### config.mk
export PLATFORM = sky130hd
export DESIGN_NAME = tgrc_div
export DESIGN_NICKNAME = d
export VERILOG_FILES = /design/src/rtl/tgrc_pkg.sv /design/src/rtl/tgrc_div.sv
export SDC_FILE = /design/constraint.sdc
export NUM_CORES = 1
export LEC_CHECK = 0
export CORE_ASPECT_RATIO = 0.9
export CORE_MARGIN = 2
export CORE_UTILIZATION = 55
export CTS_CLUSTER_SIZE = 25
export DETAILED_ROUTE_END_ITERATION = 6
export DONT_BUFFER_PORTS = 1
export PLACE_DENSITY = 0.72
export SLEW_MARGIN = 30
export SYNTH_ARGS = -nofsm -noshare
export SYNTH_HDL_FRONTEND = slang
export SYNTH_SLANG_ARGS = --single-unit
export TNS_END_PERCENT = 50
### constraint.sdc
create_clock -name i_clk -period 13.1 [get_ports i_clk]
set_input_delay 1.31 -clock i_clk [delete_from_list [all_inputs] [get_ports i_clk]]
set_output_delay 1.31 -clock i_clk [all_outputs]
set_load 0.05 [all_outputs]
### src/rtl/tgrc_pkg.sv
`default_nettype none
// ----------------------------------------------------------------------------
// tgrc_pkg
// Shared constants, widths and types of the tile grid ray caster.
// ----------------------------------------------------------------------------
package tgrc_pkg;

    localparam int MAP_SIZE  = 1024;
    localparam int FRAC_BITS = 16;
    localparam int MAP_W     = $clog2(MAP_SIZE);

    // Port field widths.
    localparam int TILE_IN_W = 10;
    localparam int COORD_W   = 26;
    localparam int DIR_W     = 18;
    localparam int DIST_W    = 27;
    localparam int HPOS_W    = 28;
    localparam int CODE_W    = 3;

    // Ray position accumulator and tile coordinates.
    localparam int POS_W  = COORD_W + 4;
    localparam int CELL_W = POS_W - FRAC_BITS;
    localparam int TC_W   = CELL_W + 1;

    // Slab time division.
    localparam int NUM_W    = TC_W + FRAC_BITS + 3;
    localparam int DVD_W    = NUM_W + FRAC_BITS;
    localparam int CNT_W    = $clog2(DVD_W + 1);
    localparam int T_SAT_SH = 40;
    localparam int T_W      = T_SAT_SH + 2;

    // March step counter and loop limit.
    localparam int STEP_W = DIST_W - FRAC_BITS + 1;
    localparam int LIM_W  = STEP_W + FRAC_BITS;
    localparam int STOP_W = T_W - FRAC_BITS;

    // Hit point multiply split.
    localparam int SPLIT = 24;
    localparam int MLO_W = DIR_W + SPLIT + 1;
    localparam int MHI_W = DIR_W + (T_W - 1 - SPLIT) + 1;
    localparam int SUM_W = DIR_W + T_W + 1;
    localparam int SX_W  = SUM_W - FRAC_BITS;
    localparam int HX_W  = SX_W + 1;

    localparam logic CMD_WRITE = 1'b0;
    localparam logic CMD_CAST  = 1'b1;

    localparam logic [CODE_W-1:0] NRM_NONE = 3'd0;
    localparam logic [CODE_W-1:0] NRM_NX   = 3'd1;
    localparam logic [CODE_W-1:0] NRM_PX   = 3'd2;
    localparam logic [CODE_W-1:0] NRM_PY   = 3'd3;
    localparam logic [CODE_W-1:0] NRM_NY   = 3'd4;

    typedef struct packed {
        logic             valid;
        logic             wr;
        logic [MAP_W-1:0] row;
        logic [MAP_W-1:0] col;
        logic             solid;
    } t_map_req;

    typedef struct packed {
        logic ready;
        logic rd_bit;
    } t_map_rsp;

    // Neighbor order: center, +x, -x, +y, -y.
    function automatic logic signed [1:0] nbr_dx(input logic [2:0] k);
        logic signed [1:0] v;
        case (k)
            3'd1:    v = 2'sd1;
            3'd2:    v = -2'sd1;
            default: v = 2'sd0;
        endcase
        return v;
    endfunction

    function automatic logic signed [1:0] nbr_dy(input logic [2:0] k);
        logic signed [1:0] v;
        case (k)
            3'd3:    v = 2'sd1;
            3'd4:    v = -2'sd1;
            default: v = 2'sd0;
        endcase
        return v;
    endfunction

endpackage
`default_nettype wire

### src/rtl/tgrc_div.sv
`default_nettype none
// ----------------------------------------------------------------------------
// tgrc_div
// Bit-serial floor division of a slab numerator (scaled by one tile) by a
// direction component, saturated to +-2^40.
// ----------------------------------------------------------------------------
module tgrc_div
    import tgrc_pkg::*;
(
    input  wire logic                    i_clk,
    input  wire logic                    i_rst_n,
    input  wire logic                    i_start,
    input  wire logic signed [NUM_W-1:0] i_num,
    input  wire logic signed [DIR_W-1:0] i_den,
    output logic                         o_done,
    output logic signed [T_W-1:0]        o_quo
);

    localparam int QX_W = DVD_W + 2;
    localparam logic signed [QX_W-1:0] SAT_HI = QX_W'(1) <<< T_SAT_SH;
    localparam logic signed [QX_W-1:0] SAT_LO = -SAT_HI;

    logic                    r_busy;
    logic                    r_fin;
    logic                    r_done;
    logic [CNT_W-1:0]        r_cnt;
    logic [DVD_W-1:0]        r_dvd;
    logic [DIR_W-1:0]        r_rem;
    logic [DIR_W-1:0]        r_dmag;
    logic                    r_neg;
    logic signed [T_W-1:0]   r_quo;

    logic [NUM_W-1:0]        num_mag;
    logic [DIR_W-1:0]        den_mag;
    logic [DIR_W:0]          trial;
    logic [DIR_W:0]          diff;
    logic                    ge;
    logic [DIR_W-1:0]        rem_n;
    logic signed [QX_W-1:0]  mag;
    logic signed [QX_W-1:0]  val;
    logic signed [T_W-1:0]   sat_val;

    always_comb begin
        num_mag = i_num[NUM_W-1] ? NUM_W'(-i_num) : NUM_W'(i_num);
        den_mag = i_den[DIR_W-1] ? DIR_W'(-i_den) : DIR_W'(i_den);
        trial   = {r_rem, r_dvd[DVD_W-1]};
        diff    = trial - {1'b0, r_dmag};
        ge      = trial >= {1'b0, r_dmag};
        rem_n   = ge ? diff[DIR_W-1:0] : trial[DIR_W-1:0];
        // Floor rounding: a negative quotient with a remainder steps down by one.
        mag     = QX_W'(r_dvd) + QX_W'(r_neg && (r_rem != '0));
        val     = r_neg ? -mag : mag;
        if (val > SAT_HI) begin
            sat_val = T_W'(SAT_HI);
        end else if (val < SAT_LO) begin
            sat_val = T_W'(SAT_LO);
        end else begin
            sat_val = T_W'(val);
        end
    end

    always_ff @(posedge i_clk) begin
        if (i_start) begin
            r_dvd  <= {num_mag, {FRAC_BITS{1'b0}}};
            r_rem  <= '0;
            r_dmag <= den_mag;
            r_neg  <= i_num[NUM_W-1] ^ i_den[DIR_W-1];
            if (i_den == '0) begin
                // Saturated reciprocal for a zero direction component.
                if (i_num == '0) begin
                    r_quo <= '0;
                end else if (i_num[NUM_W-1]) begin
                    r_quo <= T_W'(SAT_LO);
                end else begin
                    r_quo <= T_W'(SAT_HI);
                end
            end
        end else if (r_busy) begin
            r_dvd <= {r_dvd[DVD_W-2:0], ge};
            r_rem <= rem_n;
        end else if (r_fin) begin
            r_quo <= sat_val;
        end
    end

    always_ff @(posedge i_clk) begin
        if (!i_rst_n) begin
            r_busy <= 1'b0;
            r_fin  <= 1'b0;
            r_done <= 1'b0;
            r_cnt  <= '0;
        end else begin
            r_done <= 1'b0;
            if (i_start) begin
                if (i_den == '0) begin
                    r_done <= 1'b1;
                end else begin
                    r_busy <= 1'b1;
                    r_cnt  <= CNT_W'(DVD_W);
                end
            end else if (r_busy) begin
                r_cnt <= r_cnt - 1'b1;
                if (r_cnt == CNT_W'(1)) begin
                    r_busy <= 1'b0;
                    r_fin  <= 1'b1;
                end
            end else if (r_fin) begin
                r_fin  <= 1'b0;
                r_done <= 1'b1;
            end
        end
    end

    assign o_done = r_done;
    assign o_quo  = r_quo;

endmodule
`default_nettype wire

==> run_results.csv, run 1 <==
group,metric,value,unit
clocking,max-clock-path-buffers,2,
detailed_routing,dr_total_vias,9556,
timing,rsz0062_at_grt,"false",
clocking,clkLatencyLatePin,440,ps
min_path,hp-class,"reg -> reg",
setup_path,rr_endpoint,"o_quo[4]",
global_routing,grt_pass1_vias,8758,
yosys,synth_area_leaders,"edfxtp_1 26%, xnor2_1 9.9%, dfxtp_1 7.9%",
place,gp_congestion,0.9416,
layout,antenna_cells,0,
setup_path,r2r_cells,19,
place,portBuffers,0,
die,die_h,137.7,um
timing,setup_violations,0,
detailed_routing,drtIter0Drc,1053,
clocking,cts_setup_buffers,0,
timing,whs,508.1,ps
yosys,synth_adder_area_share,0.03046,
detailed_routing,drc_errors,0,
global_routing,grt_pass1_wl,46110,um
run_status,status,"completed",
yosys,syn_inst,1253,
detailed_routing,first_pass_iters,6,
yosys,synth_edf_count,95,
timing,hold_violations,0,
yosys,syn_area_per_cell,8.719,um^2
timing,maxSlewViolCount,0,
setup_path,cp-start-kind,"flip-flop",
yosys,ys_seq_elements,138,
die,io_pins,98,
yosys,synthArstFlopShare,0,
setup_path,critPathMaxFanout,62,
yosys,synth_flop_cell,"edfxtp_1",
yosys,synth_top_family_by_area,"simple AND/OR/NAND/NOR gates",
clocking,cts_resized,0,
setup_path,critPathArrivalTime,7160,ps
layout,layout-drive-gt1-share,0.06990,
timing,fin_ws,6193,ps
clocking,numCtsBuffers,17,
setup_path,crit_type,"reg -> reg",
power,p_total,0.001343,W
die,fp.coreArea,19340,um^2
timing,tns,0,ps
power,irDropWorstVdd,0.09942,mV
global_routing,top_usage_layer,"met1",
setup_path,required,13350,ps
timing,fin_crit,6907,ps
global_routing,grt_max_degree,87,
yosys,yosysSeqAreaShare,0.3399,
layout,syn_to_final_growth,6.275,%
setup_path,worst-r2r-setup-slack,6190,ps
yosys,synth_cell_type_count,89,
yosys,syn_area,10930,um^2
global_routing,met3_usage,0.07015,
yosys,yosys.area_share.simple,0.2648,
clocking,tritoncts,"done",
global_routing,use_met2,0.3966,
yosys,synth_mux_area_frac,0.03424,
clocking,clock_sinks,138,
yosys,synth_compound_area_frac,0.1482,
detailed_routing,routed_wl,28400,um
timing,fmax,0.1448,GHz
detailed_routing,wl_per_cell,19.37,um
yosys,synth_fp_nets,1334,
clocking,postCtsHoldBufs,0,
run,maxCapViolCount,0,
place,post-place-ws,6219,ps
timing,period_share,0.5273,
min_path,whs_path_depth,1,
min_path,hp-start,"r_rem[17]",
power,p_per_area,115.6,nW/um^2
place,hpwlAfterDp,20730,um
clocking,clock-root-buffer,"clkbuf_16",
yosys,synth_top_area_frac,0.2611,
timing,tightest_slew,805.1,ps
layout,fin_nets,1284,
yosys,synth_commonest_cells,"124 x xnor2_1, 112 x nand2_1, 95 x edfxtp_1",
die,die_x,152.6,um
clocking,ctsHtreeMaxLevel,4,
yosys,synth_area_leader_cell,"edfxtp_1",
yosys,yosys.cell_count.top_type,"xnor2_1",
power,power_leakage,4.004,nW
setup_path,crit_path_end_kind,"flip-flop",
setup_path,worstReg2RegStart,"r_neg",
timing,maxSlewHeadroom,0.4594,
global_routing,grtUsageTotal,0.2716,
die,die_area,21010,um^2
timing,skew,10.75,ps
die,rows,48,
die,initial_utilization,0.5650,
global_routing,grtUsageMet1,0.3979,
clocking,clk_pin_slew,60,ps
detailed_routing,ant_nets,0,
detailed_routing,viasPerCell,6.518,
global_routing,grt.overflow.total,0,
global_routing,antenna_found_initial,0,
min_path,min_to,"r_rem[17]",
yosys,yosys_warnings,0,
yosys,synth-xor-area-share,0.1330,
[per-stage QoR]
step | instance area [um^2] | std cells | utilization
2_1_floorplan | 10930 | 1253 | -
3_3_place_gp | 10980 | 1433 | 0.5678
3_5_place_dp | 10980 | 1433 | 0.5678
4_1_cts | 11580 | 1465 | 0.5989
5_1_grt | 11610 | 1466 | 0.6004
6_report | 11610 | 1466 | 0.6004
[flip-flops by register name, summed over array words and instances, names as in the netlist]
| name | flops |
|---|---|
| r_dvd | 50 |
| o_quo | 42 |
| r_dmag | 18 |
| r_rem | 18 |
| r_cnt | 6 |
| o_done | 1 |
| r_busy | 1 |
| r_fin | 1 |
| r_neg | 1 |
[power breakdown]
| part | internal, W | switching (W) | total (W) |
|---|---|---|---|
| clock | 0.000289 | 0.000202 | 0.000492 |
| sequential | 0.000496 | 0.0000355 | 0.000532 |
| combinational | 0.000130 | 0.000190 | 0.000320 |
[routing by layer]
layer / share of wire / wire length (um)
met5: 0 / 0
met4: 0.016 / 463
met3: 0.094 / 2676
met2: 0.42 / 11910
met1: 0.47 / 13340
[cell type report]
type / instances / area [um^2]
timing repair buffer: 10 / 95.09
tap: 250 / 312.8
clock inverter: 14 / 161.4
clock buffer: 18 / 439.2
sequential: 138 / 3714
multi-input combinational: 988 / 6709
fill: 1654 / 7727
inverter: 48 / 180.2
[placed cells by master, fill, tap and decap left out, types with 8 or more instances in the layout]
cell type and count:
buf_4 9, and3_1 20, ha_1 25, xnor2_1 124
xor2_1 40, a21oi_1 17, a22o_1 30, a31oi_1 8
clkbuf_16 17, edfxtp_1 95, a211oi_1 9, dfxtp_1 43
and4_1 11, o21ai_0 63, mux2i_1 34, nand3_1 50
nand2b_1 13, nand2_1 111, nor3_1 74, or3_1 15
nand4_1 47, and2_1 12, or4_1 13, o31ai_1 27
nor4_1 30, inv_1 48, nor2_1 80, o41ai_1 8
[cell families after synthesis]
logic type / after synthesis
AO/OA/AOI/OAI: 230
buffers and inverters: 127
multiplexers: 37
AND/OR/NAND/NOR: 530
XOR/XNOR: 165
adder cells (fa/ha/maj): 26
flip-flops: 138
[worst max-delay path: stages (launching register included)]
cell and delay, ps:
edfxtp_1 320, buf_4 500, inv_1 180, nor2_1 140, ha_1 290, ha_1 360
nand3_1 300, nor4_1 650, nand3_1 170, xor2_1 430, nand4_1 520, or3_1 570
nor2_1 280, nand3_1 140, xnor2_1 140, or4_1 470, nor4_1 450, a31oi_4 260
buf_16 260, nor4b_2 280
[how the worst max path moves through the flow]
stage / startpoint / endpoint / cells past startpoint
finish: r_neg / o_quo[4] / 19
global placement: r_neg / o_quo[4] / 18
floorplan: r_neg / o_quo[4] / 23
global route: r_neg / o_quo[4] / 19
CTS: r_neg / o_quo[4] / 18
detailed placement: r_neg / o_quo[4] / 18
(Power assumes the default switching activity.)
==> run 2: changes to the inputs <==
Settings changed: ABC_AREA set to 1.
Clock period 13.1 ns to 7.11 ns, I/O delays scaled along.
==> run 2 against run 1 <==
Combinational power is 36% higher. Clock skew increased by 4.6 ps. First-iteration DRC count down 6.3%. Synthesized cell count grew 43%. Hold slack worse by 130 ps.
==> run_results.csv, run 2 <==
group,metric,value,unit
run_status,status,"completed",
yosys,yosysSeqAreaShare,0.3248,
layout,layout-drive-gt1-share,0.06952,
layout,mostFrequentLayoutCells,"577 x nand2_1, 246 x nor2_1, 225 x inv_1, 144 x nand3_1, 95 x edfxtp_1",
yosys,synth_top_area_frac,0.2495,
die,fp.coreArea,20580,um^2
clocking,postCtsHoldBufs,0,
setup_path,critPathArrivalTime,5910,ps
detailed_routing,dr_total_vias,11493,
yosys,synth_fp_nets,1877,
die,rows,50,
setup_path,critPathMaxFanout,34,
yosys,syn_area_per_cell,6.366,um^2
yosys,yosys_warnings,0,
clocking,cts_setup_buffers,0,
yosys,synthArstFlopShare,0,
yosys,synth_edf_count,95,
setup_path,required,7420,ps
clocking,clk_pin_slew,70,ps
power,p_per_area,186.0,nW/um^2
timing,fin_crit,5604,ps
timing,tightest_slew,915.7,ps
detailed_routing,ant_nets,0,
timing,skew,15.32,ps
clocking,tritoncts,"done",
global_routing,grt_max_degree,75,
timing,maxSlewViolCount,0,
detailed_routing,drtIter0Drc,987,
place,hpwlAfterDp,26640,um
layout,syn_to_final_growth,7.069,%
detailed_routing,routed_wl,33120,um
yosys,syn_inst,1796,
timing,maxSlewHeadroom,0.3888,
global_routing,grt_pass1_wl,53010,um
yosys,yosys.cell_count.top_type,"nand2_1",
clocking,ctsHtreeMaxLevel,4,
die,initial_utilization,0.5555,
clocking,numCtsBuffers,17,
layout,fin_nets,1866,
detailed_routing,wl_per_cell,16.09,um
yosys,ys_seq_elements,138,
die,die_x,156.0,um
setup_path,cp-start-kind,"flip-flop",
detailed_routing,drc_errors,0,
clocking,cts_resized,0,
clocking,clkLatencyLatePin,440,ps
clocking,max-clock-path-buffers,2,
yosys,synth_area_leader_cell,"edfxtp_1",
yosys,syn_area,11430,um^2
die,io_pins,98,
timing,rsz0062_at_grt,"false",
yosys,synth_commonest_cells,"578 x nand2_1, 246 x nor2_1, 226 x inv_1",
global_routing,antenna_found_initial,0,
yosys,synth_area_leaders,"edfxtp_1 25%, nand2_1 19%, nor2_1 8.1%",
global_routing,grt.overflow.total,0,
layout,antenna_cells,0,
layout,largest_reg_flops,50,
clocking,clock_sinks,138,
timing,hold_violations,0,
timing,setup_violations,0,
power,power_leakage,5.521,nW
layout,layout_commonest_cell,"nand2_1",
die,die_area,21960,um^2
global_routing,grt_pass1_vias,10217,
yosys,synth_cell_type_count,51,
layout,n_fill_cell,1996,
min_path,hp-class,"in -> reg",
place,portBuffers,0,
run,maxCapViolCount,0,
timing,period_share,0.7882,
detailed_routing,first_pass_iters,6,
timing,tns,0,ps
setup_path,crit_path_end_kind,"flip-flop",
yosys,synth_flop_cell,"edfxtp_1",
layout,final_util,0.5948,
layout,regMostFlops,"r_dvd",
die,die_h,140.8,um
setup_path,crit_type,"reg -> reg",
clocking,clock-root-buffer,"clkbuf_16",
detailed_routing,viasPerCell,5.585,
global_routing,grtUsageTotal,0.3064,
power,irDropWorstVdd,0.1254,mV
timing,fmax,0.1784,GHz
place,gp_congestion,0.9775,
-- run 2: cell types whose count changed after synthesis, sizes merged, moves of 22 or more --
cell,change
inv,+180
nor2,+228
nor4,-25
nand3,+95
o31ai,-27
a22o,-30
xnor2,-111
nor3,-48
o22ai,+51
a21oi,+29
mux2i,-34
nand2,+476
buf,-22
-- run 2: report_power, final --
| group | leakage (nW) | internal (W) | switching (W) |
|---|---|---|---|
| sequential | 1.28 | 0.000902 | 0.0000371 |
| combinational | 3.95 | 0.000132 | 0.000303 |
| clock | 0.287 | 0.000507 | 0.000396 |
| total | 5.52 | 0.00154 | 0.000737 |
-- run 2: cell type report --
class                      instances  area [um^2]  share of cell area
sequential                       138         3714              0.3034
multi-input combinational       1389         6684              0.5460
timing repair buffer               7        52.55            0.004293
clock inverter                    14        156.4             0.01278
clock buffer                      18        439.2             0.03588
inverter                         232        870.8             0.07114
tap                              260        325.3             0.02657
-- run 2: metal layers --
metal | global-route usage | vias up | part of all wire
met5 | 0 | - | 0
met2 | 0.4504 | 472 | 0.42
met3 | 0.06855 | 28 | 0.093
met4 | 0.07098 | 0 | 0.016
li1 | - | 5851 | -
met1 | 0.4577 | 5142 | 0.47
-- run 2: worst paths after layout --
kind	from	endpoint	slack, ps	cells after the start
setup / recovery	r_neg	o_quo[5]	1510	26
hold / removal	i_den[0]	r_dmag[0]	380	0
setup reg to reg	r_neg	o_quo[5]	1510	26
hold reg to reg	r_busy	r_fin	480	2
-- run 2: logic make-up (layout without fill, tap and decap cells) --
| kind of cell | after synthesis | after routing | synth area share |
|---|---|---|---|
| AND/OR/NAND/NOR | 1140 | 1140 | 0.4301 |
| flip-flops | 138 | 138 | 0.3248 |
| XOR/XNOR | 38 | 38 | 0.02911 |
| buffers and inverters | 269 | 271 | 0.09192 |
| AO/OA/AOI/OAI | 185 | 185 | 0.09499 |
| adder cells (fa/ha/maj) | 26 | 26 | 0.02911 |
-- run 2: critical path, stage by stage, from the launching register on --
cell	delay, ps
edfxtp_1	350
clkinv_1	330
a41oi_1	330
ha_1	320
inv_1	80
nor2_2	500
nand2_2	230
nor2_4	290
nand2_1	90
nand2_1	80
nand2_1	150
nor2_1	210
nand2_1	130
nor2_1	140
nand3_1	130
nand2_1	140
nand2_1	70
nand2_1	140
nand2_1	70
nor2_1	100
nand2_1	50
nor2_1	110
nand3_1	80
nand2_1	80
nand3_2	680
buf_4	460
nor2_2	90
-- run 2: metrics by stage --
step	cells	hold slack, ps	cell area (um^2)	worst slack [ps]	power, W
2_1_floorplan	1796	453.7	11430	3391	0.001274
3_3_place_gp	2026	472.0	11630	1697	0.001376
3_5_place_dp	2026	483.5	11630	1562	0.001381
4_1_cts	2058	360.2	12230	1537	0.002279
5_1_grt	2058	363.0	12240	879.5	0.002374
6_report	2058	377.2	12240	1506	0.002277
